[config.mk]
export PLATFORM = sky130hd
export DESIGN_NAME = btc_queue
export DESIGN_NICKNAME = d
export VERILOG_FILES = /design/src/rtl/btc_pkg.sv /design/src/rtl/btc_queue.sv
export SDC_FILE = /design/constraint.sdc
export NUM_CORES = 1
export LEC_CHECK = 0
export BUFFER_PORTS_ARGS = -buffer_cell sky130_fd_sc_hd__buf_2
export CORE_ASPECT_RATIO = 1.4
export CORE_MARGIN = 2
export CORE_UTILIZATION = 55
export DETAILED_ROUTE_END_ITERATION = 6
export PLACE_DENSITY = 0.83
export SYNTH_ARGS = -nofsm -noshare
export SYNTH_HDL_FRONTEND = slang
export SYNTH_SLANG_ARGS = --single-unit
[constraint.sdc]
create_clock -name clk -period 3.95 [get_ports clk]
set_input_delay 0.395 -clock clk [delete_from_list [all_inputs] [get_ports clk]]
set_output_delay 0.395 -clock clk [all_outputs]
set_load 0.01 [all_outputs]
[src/rtl/btc_pkg.sv]
// shared types and constants for the barometric compensation unit
// used by btc_front, btc_queue, btc_back and the top level; no dependencies
`default_nettype none
package btc_pkg;

  localparam logic [19:0] OFF_CODE     = 20'h80000;
  localparam logic [63:0] TFINE_OFFSET = 64'd128000;
  localparam logic [63:0] PRESS_SCALE  = 64'd3125;
  localparam logic [63:0] PRESS_BASE   = 64'd1048576;
  localparam logic [63:0] MASK24       = 64'hFF_FFFF;

  localparam logic [1:0] REG_CAL_TEMP    = 2'd0;
  localparam logic [1:0] REG_CAL_PRESS_A = 2'd1;
  localparam logic [1:0] REG_CAL_PRESS_B = 2'd2;
  localparam logic [1:0] REG_CAL_PRESS_C = 2'd3;

  localparam int TFINE_W = 26;

  // one classified item between front and back
  typedef struct packed {
    logic [19:0]        raw_press;
    logic [TFINE_W-1:0] tfine;
    logic [23:0]        temp_centi;
    logic               temp_valid;
    logic               press_valid;
  } btc_item_t;

  function automatic logic [63:0] asr64(input logic [63:0] v, input int unsigned s);
    asr64 = 64'($signed(v) >>> s);
  endfunction

  function automatic logic [63:0] sx16(input logic [15:0] v);
    sx16 = {{48{v[15]}}, v};
  endfunction

endpackage
`default_nettype wire

[src/rtl/btc_queue.sv]
// two-entry queue decoupling front and back
// depends on btc_pkg
`default_nettype none
module btc_queue (
  input  wire logic          clk,
  input  wire logic          rst,
  input  wire logic          push_valid,
  output logic               push_ready,
  input  wire btc_pkg::btc_item_t push_item,
  output logic               pop_valid,
  input  wire logic          pop_ready,
  output btc_pkg::btc_item_t pop_item
);
  import btc_pkg::*;

  btc_item_t  entry [2];
  logic       wr_ptr;
  logic       rd_ptr;
  logic [1:0] count;
  logic       do_push;
  logic       do_pop;

  assign push_ready = (count != 2'd2);
  assign pop_valid  = (count != 2'd0);
  assign pop_item   = entry[rd_ptr];
  assign do_push    = push_valid && push_ready;
  assign do_pop     = pop_valid && pop_ready;

  always_ff @(posedge clk) begin
    if (rst) begin
      wr_ptr <= 1'b0;
      rd_ptr <= 1'b0;
      count  <= 2'd0;
    end else begin
      if (do_push) wr_ptr <= !wr_ptr;
      if (do_pop)  rd_ptr <= !rd_ptr;
      count <= count + {1'b0, do_push} - {1'b0, do_pop};
    end
  end

  always_ff @(posedge clk) begin
    if (do_push) entry[wr_ptr] <= push_item;
  end

endmodule
`default_nettype wire

==> reports/metrics.yaml <==
drt:
  drc: 0
  drt-total-wl_um: 9500
  first_pass_iters: 4
  drtAntennaViolNets: 0
  vias_per_cell: 5.01
  via_count: 2820
  drt_first_iter_violations: 137
  routedWlPerCell_um: 16.9
yosys:
  synth.avg_cell_area_um2: 21.7
  yosys_warnings: 0
  ys_types: 25
  synth_cells: 253
  synth.net_count: 330
  syn-cell-area_um2: 5490
  ys_seq_area_frac: 0.807
  ys_ff_latch: 149
global_route:
  antenna_found_initial: 3
  grt_usage: 0.178
  grt_max_degree: 73
  met3_usage: 0.0698
  grt_use_met2: 0.297
  grt_pass1_wl_um: 13800
  grt_pass1_vias: 2885
  met1_usage: 0.189
  overflow: 0
  busiest_layer: "met2"
power:
  switching_share: 0.232
  comb_power_share: 0.152
  vdd_ir_drop_max_uv: 375
  power_leakage_nw: 2.63
  clkPwrFrac: 0.379
  power_density_nw_per_um2: 627
  p_switching_mw: 1.01
  p_int_mw: 3.35
  seqPwrFrac: 0.469
place:
  io_buffers: 149
  finalWeightedCongestion: 0.721
  post-dp-hpwl_um: 6030
min_path:
  hold_start: "push_item[63]"
  holdPathEnd: "entry[1][63]"
  min_path_type: "in2reg"
  holdPathStages: 1
clock_tree:
  cts_buffer_depth: 2
  cts_tree: "yes"
  h-tree-depth: 4
  clk_latency_ps: 400
  clk_pin_slew_ps: 60
  ctsHoldBuffers: 0
  clk_root_buffer_cell: "clkbuf_16"
  cts.sinks: 149
  numCtsBuffers: 17
  postCtsSetupBuffers: 0
  cts-resized-gates: 0
floorplanning:
  die_y_um: 122
  core-area_um2: 9790
  dieArea_um2: 10800
  start_util: 0.560
  pin_count: 150
  rows: 43
  die_w_um: 88.4
timing:
  maxSlewHeadroom: 0.347
  min_period_ps: 2380
  hold_viol: 0
  fin_crit_sh: 0.602
  fin_setup_tns_ps: 0
  rsz0062_at_grt: "no"
  timing.fmax_mhz: 420
  setup_violations: 0
  finalClockSkew_ps: 5.19
  slew_viol_final: 0
  worstMarginPinSlew_ps: 980
setup_path:
  cpPeakStageDelay_ps: 990
  cp_cell_sequence: "mux2_2 -> buf_2"
  required_ps: 3560
  cp.arrival_ps: 1980
  r2r_cells: 4
  r2r-start: "count[0]"
  regToRegSetupSlack_ps: 1980
  critPathMaxFanout: 72
  crit_buf_inv: 1
  cp-end-kind: "primary output"
  slowest_stage: "dfxtp_4"
  worstSetupPathType: "reg2out"
  r2r-end: "entry[0][16]"
  cpLargestDelayFamily: "flip-flops"
  cp-start-kind: "register"
layout:
  area_growth_pct: 26.8
  layout_commonest_cell: "buf_2"
  ff_latch_area_um2: 4430
  fillers: 661
  finish.utilization: 0.710
  nets: 491
  multi_input_comb_area_um2: 978
  drive_gt1_frac: 0.453
  final_cell_mix: "149 x buf_2, 144 x edfxtp_1, 61 x mux2_1"
run_status:
  status: "finished clean"
job:
  drv_cap: 0
## state kept, by name, indices dropped and copies added, names as in the netlist, named ones only
| signal | count |
|---|---|
| wr_ptr | 1 |
| rd_ptr | 1 |
| count | 2 |
| entry | 144 |
## Yosys cell counts
cell      instances  area [um^2]
a21bo_1           1         10.0
a21oi_1           1         5.00
and3_1            2         12.5
buf_2             1         5.00
buf_6             7         78.8
dfxtp_1           5          100
edfxtp_1        144         4320
ha_1              1         12.5
inv_1             1         3.75
mux2_1           61          687
mux2_2           11          124
nand2b_1          1         6.26
nand3_1           1         5.00
nand3b_1          1         7.51
nor2_1            4         15.0
nor2b_1           2         12.5
nor3_2            1         10.0
nor4_1            1         6.26
nor4bb_2          1         16.3
o21ai_0           1         5.00
o21ai_1           1         5.00
o21ba_2           1         10.0
o31a_1            1         8.76
or2_2             1         6.26
xor2_1            1         8.76
## worst reg2reg max path, cell delays in order, from the launching register on
cell and delay (ps):
dfxtp_1 430, nand2b_1 200, nand3b_1 130, inv_2 60, buf_4 740
## stage by stage
step	hold WS (ps)	worst slack [ps]	instances	total power [mW]	cell area, um^2
floorplan	464	1140	253	2.48	5490
global placement	488	1980	530	2.72	6330
detailed placement	496	1960	530	2.75	6330
CTS	158	1520	561	4.41	6950
global route	160	1450	561	4.53	6950
finish	179	1570	563	4.36	6950
## final cells by class
cell class / instances / share of cell area
Antenna cell: 2 / 0.000720
Clock buffer: 17 / 0.0612
Tap cell: 135 / 0.0243
Timing Repair Buffer: 150 / 0.108
Multi-Input combinational cell: 95 / 0.141
Clock inverter: 14 / 0.0274
Inverter: 1 / 0.000540
Sequential cell: 149 / 0.637
## power by group through the flow
stage / clock, mW / sequential, mW / combinational [mW]
2_1_floorplan: 0 / 1.99 / 0.493
3_3_place_gp: 0 / 2.07 / 0.652
3_5_place_dp: 0 / 2.08 / 0.668
4_1_cts: 1.69 / 2.05 / 0.673
5_1_grt: 1.75 / 2.07 / 0.714
6_report: 1.65 / 2.04 / 0.661
## kinds of logic (layout without fill, tap and decap cells)
| group | after synthesis | after routing | synth area share |
|---|---|---|---|
| flip-flops | 149 | 149 | 0.807 |
| multiplexers | 72 | 72 | 0.148 |
| AND/OR/NAND/NOR | 15 | 15 | 0.0178 |
| buffers and inverters | 9 | 182 | 0.0160 |
| AO/OA/AOI/OAI | 6 | 6 | 0.00798 |
| adder cells (fa/ha/maj) | 1 | 1 | 0.00228 |
| XOR/XNOR | 1 | 1 | 0.00160 |
| other | 0 | 2 | 0 |
## per-layer routing
metal	wire [um]	part of all wire
met4	310	0.033
met5	13	0.0014
met3	604	0.064
met2	5160	0.54
met1	3410	0.36
## worst max path at each step
stage                     startpoint            to  depth (start not counted)
final                       register  pop_item[35]                          2
after global routing        register  pop_item[35]                          2
after CTS                   register  pop_item[35]                          2
after detailed placement    register  pop_item[35]                          2
after global placement      register  pop_item[67]                          2
after floorplan             count[0]   entry[1][0]                          2
No activity file was read; power rests on OpenSTA's default activity.
