File: config.mk
export PLATFORM = sky130hd
export DESIGN_NAME = btc_front
export DESIGN_NICKNAME = d
export VERILOG_FILES = /design/src/rtl/btc_pkg.sv /design/src/rtl/btc_front.sv
export SDC_FILE = /design/constraint.sdc
export NUM_CORES = 2
export LEC_CHECK = 0
export BUFFER_PORTS_ARGS = -buffer_cell sky130_fd_sc_hd__buf_2
export CORE_MARGIN = 2
export CORE_UTILIZATION = 35
export DETAILED_ROUTE_END_ITERATION = 16
export REMOVE_ABC_BUFFERS = 1
export SYNTH_ARGS = -nofsm -noshare
export SYNTH_HDL_FRONTEND = slang
export SYNTH_SLANG_ARGS = --single-unit
export TNS_END_PERCENT = 20
File: constraint.sdc
create_clock -name clk -period 10.46 [get_ports clk]
set_input_delay 1.569 -clock clk [delete_from_list [all_inputs] [get_ports clk]]
set_output_delay 1.569 -clock clk [all_outputs]
set_load 0.02 [all_outputs]
File: src/rtl/btc_pkg.sv
// shared types and constants for the barometric compensation unit
// used by btc_front, btc_queue, btc_back and the top level; no dependencies
`default_nettype none
package btc_pkg;

  localparam logic [19:0] OFF_CODE     = 20'h80000;
  localparam logic [63:0] TFINE_OFFSET = 64'd128000;
  localparam logic [63:0] PRESS_SCALE  = 64'd3125;
  localparam logic [63:0] PRESS_BASE   = 64'd1048576;
  localparam logic [63:0] MASK24       = 64'hFF_FFFF;

  localparam logic [1:0] REG_CAL_TEMP    = 2'd0;
  localparam logic [1:0] REG_CAL_PRESS_A = 2'd1;
  localparam logic [1:0] REG_CAL_PRESS_B = 2'd2;
  localparam logic [1:0] REG_CAL_PRESS_C = 2'd3;

  localparam int TFINE_W = 26;

  // one classified item between front and back
  typedef struct packed {
    logic [19:0]        raw_press;
    logic [TFINE_W-1:0] tfine;
    logic [23:0]        temp_centi;
    logic               temp_valid;
    logic               press_valid;
  } btc_item_t;

  function automatic logic [63:0] asr64(input logic [63:0] v, input int unsigned s);
    asr64 = 64'($signed(v) >>> s);
  endfunction

  function automatic logic [63:0] sx16(input logic [15:0] v);
    sx16 = {{48{v[15]}}, v};
  endfunction

endpackage
`default_nettype wire

File: src/rtl/btc_front.sv
// front end: accepts raw readings, computes fine temperature and centidegrees
// depends on btc_pkg
`default_nettype none
module btc_front (
  input  wire logic              clk,
  input  wire logic              rst,
  input  wire logic              in_valid,
  output logic                   in_ready,
  input  wire logic [19:0]       raw_press,
  input  wire logic [19:0]       raw_temp,
  input  wire logic [47:0]       cal_temp,
  output logic                   push_valid,
  input  wire logic              push_ready,
  output btc_pkg::btc_item_t     push_item
);
  import btc_pkg::*;

  logic               en;
  logic               s1_valid;
  logic               s2_valid;
  logic signed [17:0] d1;
  logic signed [17:0] d2;
  logic signed [33:0] prod1;
  logic [32:0]        sq;
  logic [19:0]        s1_press;
  logic               s1_tv;
  logic               s1_pv;
  logic signed [22:0] v1;
  logic signed [37:0] v2p;
  logic [19:0]        s2_press;
  logic               s2_tv;
  logic               s2_pv;
  logic signed [23:0] v2;
  logic signed [TFINE_W-1:0] tfine;
  logic signed [29:0] t5;
  logic signed [21:0] tc;
  logic signed [32:0] sq_full;

  assign en       = !s2_valid || push_ready;
  assign in_ready = en;

  assign d1      = $signed({1'b0, raw_temp[19:3]}) - $signed({1'b0, cal_temp[15:0], 1'b0});
  assign d2      = $signed({2'b0, raw_temp[19:4]}) - $signed({2'b0, cal_temp[15:0]});
  assign sq_full = d2 * d2;

  always_ff @(posedge clk) begin
    if (rst) begin
      s1_valid <= 1'b0;
      s2_valid <= 1'b0;
    end else if (en) begin
      s1_valid <= in_valid;
      s2_valid <= s1_valid;
    end
  end

  always_ff @(posedge clk) begin
    if (en) begin
      prod1    <= 34'(d1 * $signed(cal_temp[31:16]));
      sq       <= sq_full;
      s1_press <= raw_press;
      s1_tv    <= (raw_temp != OFF_CODE);
      s1_pv    <= (raw_press != OFF_CODE);
      v1       <= 23'(prod1 >>> 11);
      v2p      <= 38'($signed({1'b0, sq[32:12]}) * $signed(cal_temp[47:32]));
      s2_press <= s1_press;
      s2_tv    <= s1_tv;
      s2_pv    <= s1_pv;
    end
  end

  assign v2    = 24'(v2p >>> 14);
  assign tfine = TFINE_W'(v1) + TFINE_W'(v2);
  assign t5    = (30'(tfine) <<< 2) + 30'(tfine) + 30'sd128;
  assign tc    = 22'(t5 >>> 8);

  assign push_valid             = s2_valid;
  assign push_item.raw_press    = s2_press;
  assign push_item.tfine        = tfine;
  assign push_item.temp_centi   = s2_tv ? 24'(tc) : 24'd0;
  assign push_item.temp_valid   = s2_tv;
  assign push_item.press_valid  = s2_pv;

endmodule
`default_nettype wire

==> impl_metrics.py <==
metrics = {
    "die": {
        "row_count": 120,
        "start_util_pct": 35.2,
        "die_area_um2": 110000,
        "io_pins": 166,
        "die_w_um": 331,
        "core_area_um2": 107000,
        "fp.dieH_um": 331,
    },
    "logic_synthesis": {
        "avgSynthCellArea_um2": 9.60,
        "yosysTopAreaCell": "fa_1",
        "synth_top_flop_cell": "edfxtp_1",
        "yosysUniqueCellTypes": 86,
        "syn-cell-area_um2": 37500,
        "yosys_warnings": 0,
        "ys_top_cells_by_count": "inv_1 (997), fa_1 (814), nand2_1 (472)",
        "synth.area.top_cells": "fa_1 (43%), ha_1 (13%), edfxtp_1 (11%)",
        "synthArstFlopShare_pct": 0,
        "synth_edf_count": 135,
        "synth_most_common_cell": "inv_1",
        "ys_seq_area_share_pct": 10.9,
        "netlist.area_leader.share_pct": 43.5,
        "synth-seq-cells": 137,
        "syn_inst": 3906,
    },
    "clock_tree": {
        "worstSkewPairLatency_ns": 0.44,
        "root_buffer": "clkbuf_16",
        "postCtsHoldBufs": 0,
        "cts_tree": "done",
        "cts_resized": 0,
        "path_clk_slew_ns": 0.07,
        "clock_path_buffers": 2,
        "cts_max_level": 4,
        "numCtsBuffers": 17,
        "cts_sinks": 137,
        "postCtsSetupBuffers": 0,
    },
    "critical_path": {
        "crit_path_frequent_cell": "fa_1",
        "required_ns": 10.65,
        "worstPathMaxFanout": 14,
        "startpoint": "raw_temp[4]",
        "max_stage_delay_ns": 0.61,
        "crit_slowest_cell": "fa_1",
        "worst-r2r-setup-slack_ns": 3.35,
        "critPathCaptureType": "flop",
        "r2r_start": "sq[22]",
        "worstPathArrival_ns": 9.80,
        "worstRegToRegCells": 21,
        "worstSetupPathType": "in2reg",
        "crit_path_start_kind": "primary input",
        "r2r_end": "v2p[34]",
        "cp-endpoint": "sq[32]",
    },
    "timing": {
        "rsz0062_at_grt": "false",
        "fin_setup_tns_ns": 0,
        "hold_violations": 0,
        "fin_skew_ns": 0.0162,
        "hold_slack_ns": 0.415,
        "max_freq_ghz": 0.104,
        "finalSetupViolCount": 0,
        "tightestPinTransition_ns": 1.10,
        "slew_headroom_pct": 26.9,
        "fin_crit_ns": 9.62,
        "finalCritPeriodShare_pct": 91.9,
        "drv_slew": 0,
    },
    "detailed_routing": {
        "dr.first_iter.drc_count": 1216,
        "via_count": 25800,
        "wirelength_um": 91000,
        "drcViolationCount": 0,
        "detail_route.wl_per_cell_um": 16.8,
        "dr.pass1.iters": 7,
        "drtAntennaViolNets": 0,
        "vias_per_cell": 4.75,
    },
    "finish": {
        "instances_no_fill": 5428,
        "fin_area_um2": 40600,
        "drive_gt1_share_pct": 7.66,
        "final_nets": 5294,
        "syn_to_final_growth_pct": 8.34,
    },
    "global_route": {
        "antenna_found_initial": 2,
        "grt_pass1_wl_um": 149000,
        "overflow": 0,
        "grt_pass1_vias": 27790,
        "grt_usage_pct": 17.1,
        "grt_max_degree": 82,
    },
    "placement": {
        "dp.cells": 5394,
        "placed_area_um2": 40000,
        "io_buffers": 165,
        "place_congestion": 0.869,
        "hpwl_um": 74800,
    },
    "worst_hold_path": {
        "hold_class": "reg2reg",
    },
    "job": {
        "cap_violations": 0,
    },
    "status": {
        "status": "finished, final reports clean",
    },
}
==> through the flow <==
stage                     setup WS (ns)  util (%)
after floorplan                   0.378         -
after global placement            0.620      37.5
after detailed placement          0.476      37.5
after CTS                         0.921      38.1
after global routing              0.223      38.1
final                             0.843      38.1
==> area by class of cell <==
type | count | area [um^2]
Clock buffer | 17 | 425
Timing Repair Buffer | 213 | 1210
Clock inverter | 15 | 205
Fill cell | 10765 | 66000
Sequential cell | 137 | 4090
Tap cell | 1403 | 1760
Antenna cell | 2 | 5.00
Inverter | 1008 | 3780
Multi-Input combinational cell | 2633 | 29100
==> metal layers <==
layer / vias to the layer above / share of wire, % / track usage, %
li1: 11898 / - / -
met1: 13237 / 44 / 22.9
met2: 580 / 50 / 30.0
met3: 85 / 4.8 / 1.97
met4: 0 / 1.5 / 3.43
met5: - / 0 / 0
==> worst min path at each step <==
stage	start	end	slack, ns	cells past startpoint
2_1_floorplan	s1_press[0]	s2_press[0]	0.40	0
3_3_place_gp	s1_press[6]	s2_press[6]	0.40	0
3_5_place_dp	s1_press[18]	s2_press[18]	0.40	0
4_1_cts	s1_press[18]	s2_press[18]	0.41	0
5_1_grt	s1_press[12]	s2_press[12]	0.42	0
6_report	s1_press[18]	s2_press[18]	0.42	0
==> cells in the final DEF, fill, tap and decap left out, types with 17 or more instances in the layout <==
| cell | netlist | final |
|---|---|---|
| a21o_1 | 33 | 33 |
| a21oi_1 | 71 | 71 |
| and2_1 | 220 | 220 |
| buf_2 | 4 | 165 |
| buf_4 | 6 | 46 |
| clkbuf_16 | 0 | 17 |
| edfxtp_1 | 135 | 135 |
| fa_1 | 814 | 814 |
| ha_1 | 378 | 378 |
| inv_1 | 997 | 997 |
| nand2_1 | 472 | 472 |
| nand2b_1 | 36 | 35 |
| nand3_1 | 18 | 18 |
| nor2_1 | 156 | 155 |
| nor2b_1 | 29 | 29 |
| nor3_1 | 25 | 25 |
| o21a_1 | 21 | 21 |
| o21ai_0 | 39 | 39 |
| xnor2_1 | 93 | 91 |
| xor2_1 | 33 | 32 |
==> worst max-delay path: cells and delay by family <==
kind            cells  cell delay, ns
fa+ha+maj           9            4.15
compound gates      9            1.88
simple gates        6            1.16
buf+inv             7            0.86
xor+xnor            1            0.17
==> logic make-up (layout without fill, tap and decap cells) <==
logic type / after synthesis / in the layout / share of synthesized area (%)
fa+ha+maj: 1192 / 1192 / 56.1
buf+inv: 1136 / 1253 / 11.4
simple gates: 1043 / 1043 / 13.4
compound gates: 265 / 265 / 5.00
flops: 137 / 137 / 10.9
xor+xnor: 129 / 129 / 3.09
mux: 4 / 4 / 0.110
other cells: 0 / 2 / 0
==> state kept, by name (all words and copies together), names as in the netlist, 20 cells and up <==
| signal | count |
|---|---|
| s2_press | 20 |
| prod1 | 23 |
| v2p | 24 |
| sq | 21 |
| v1 | 23 |
| s1_press | 20 |
Power is not shown: default switching activity piles up to over one toggle a cycle in this logic, so the estimate is an artifact.
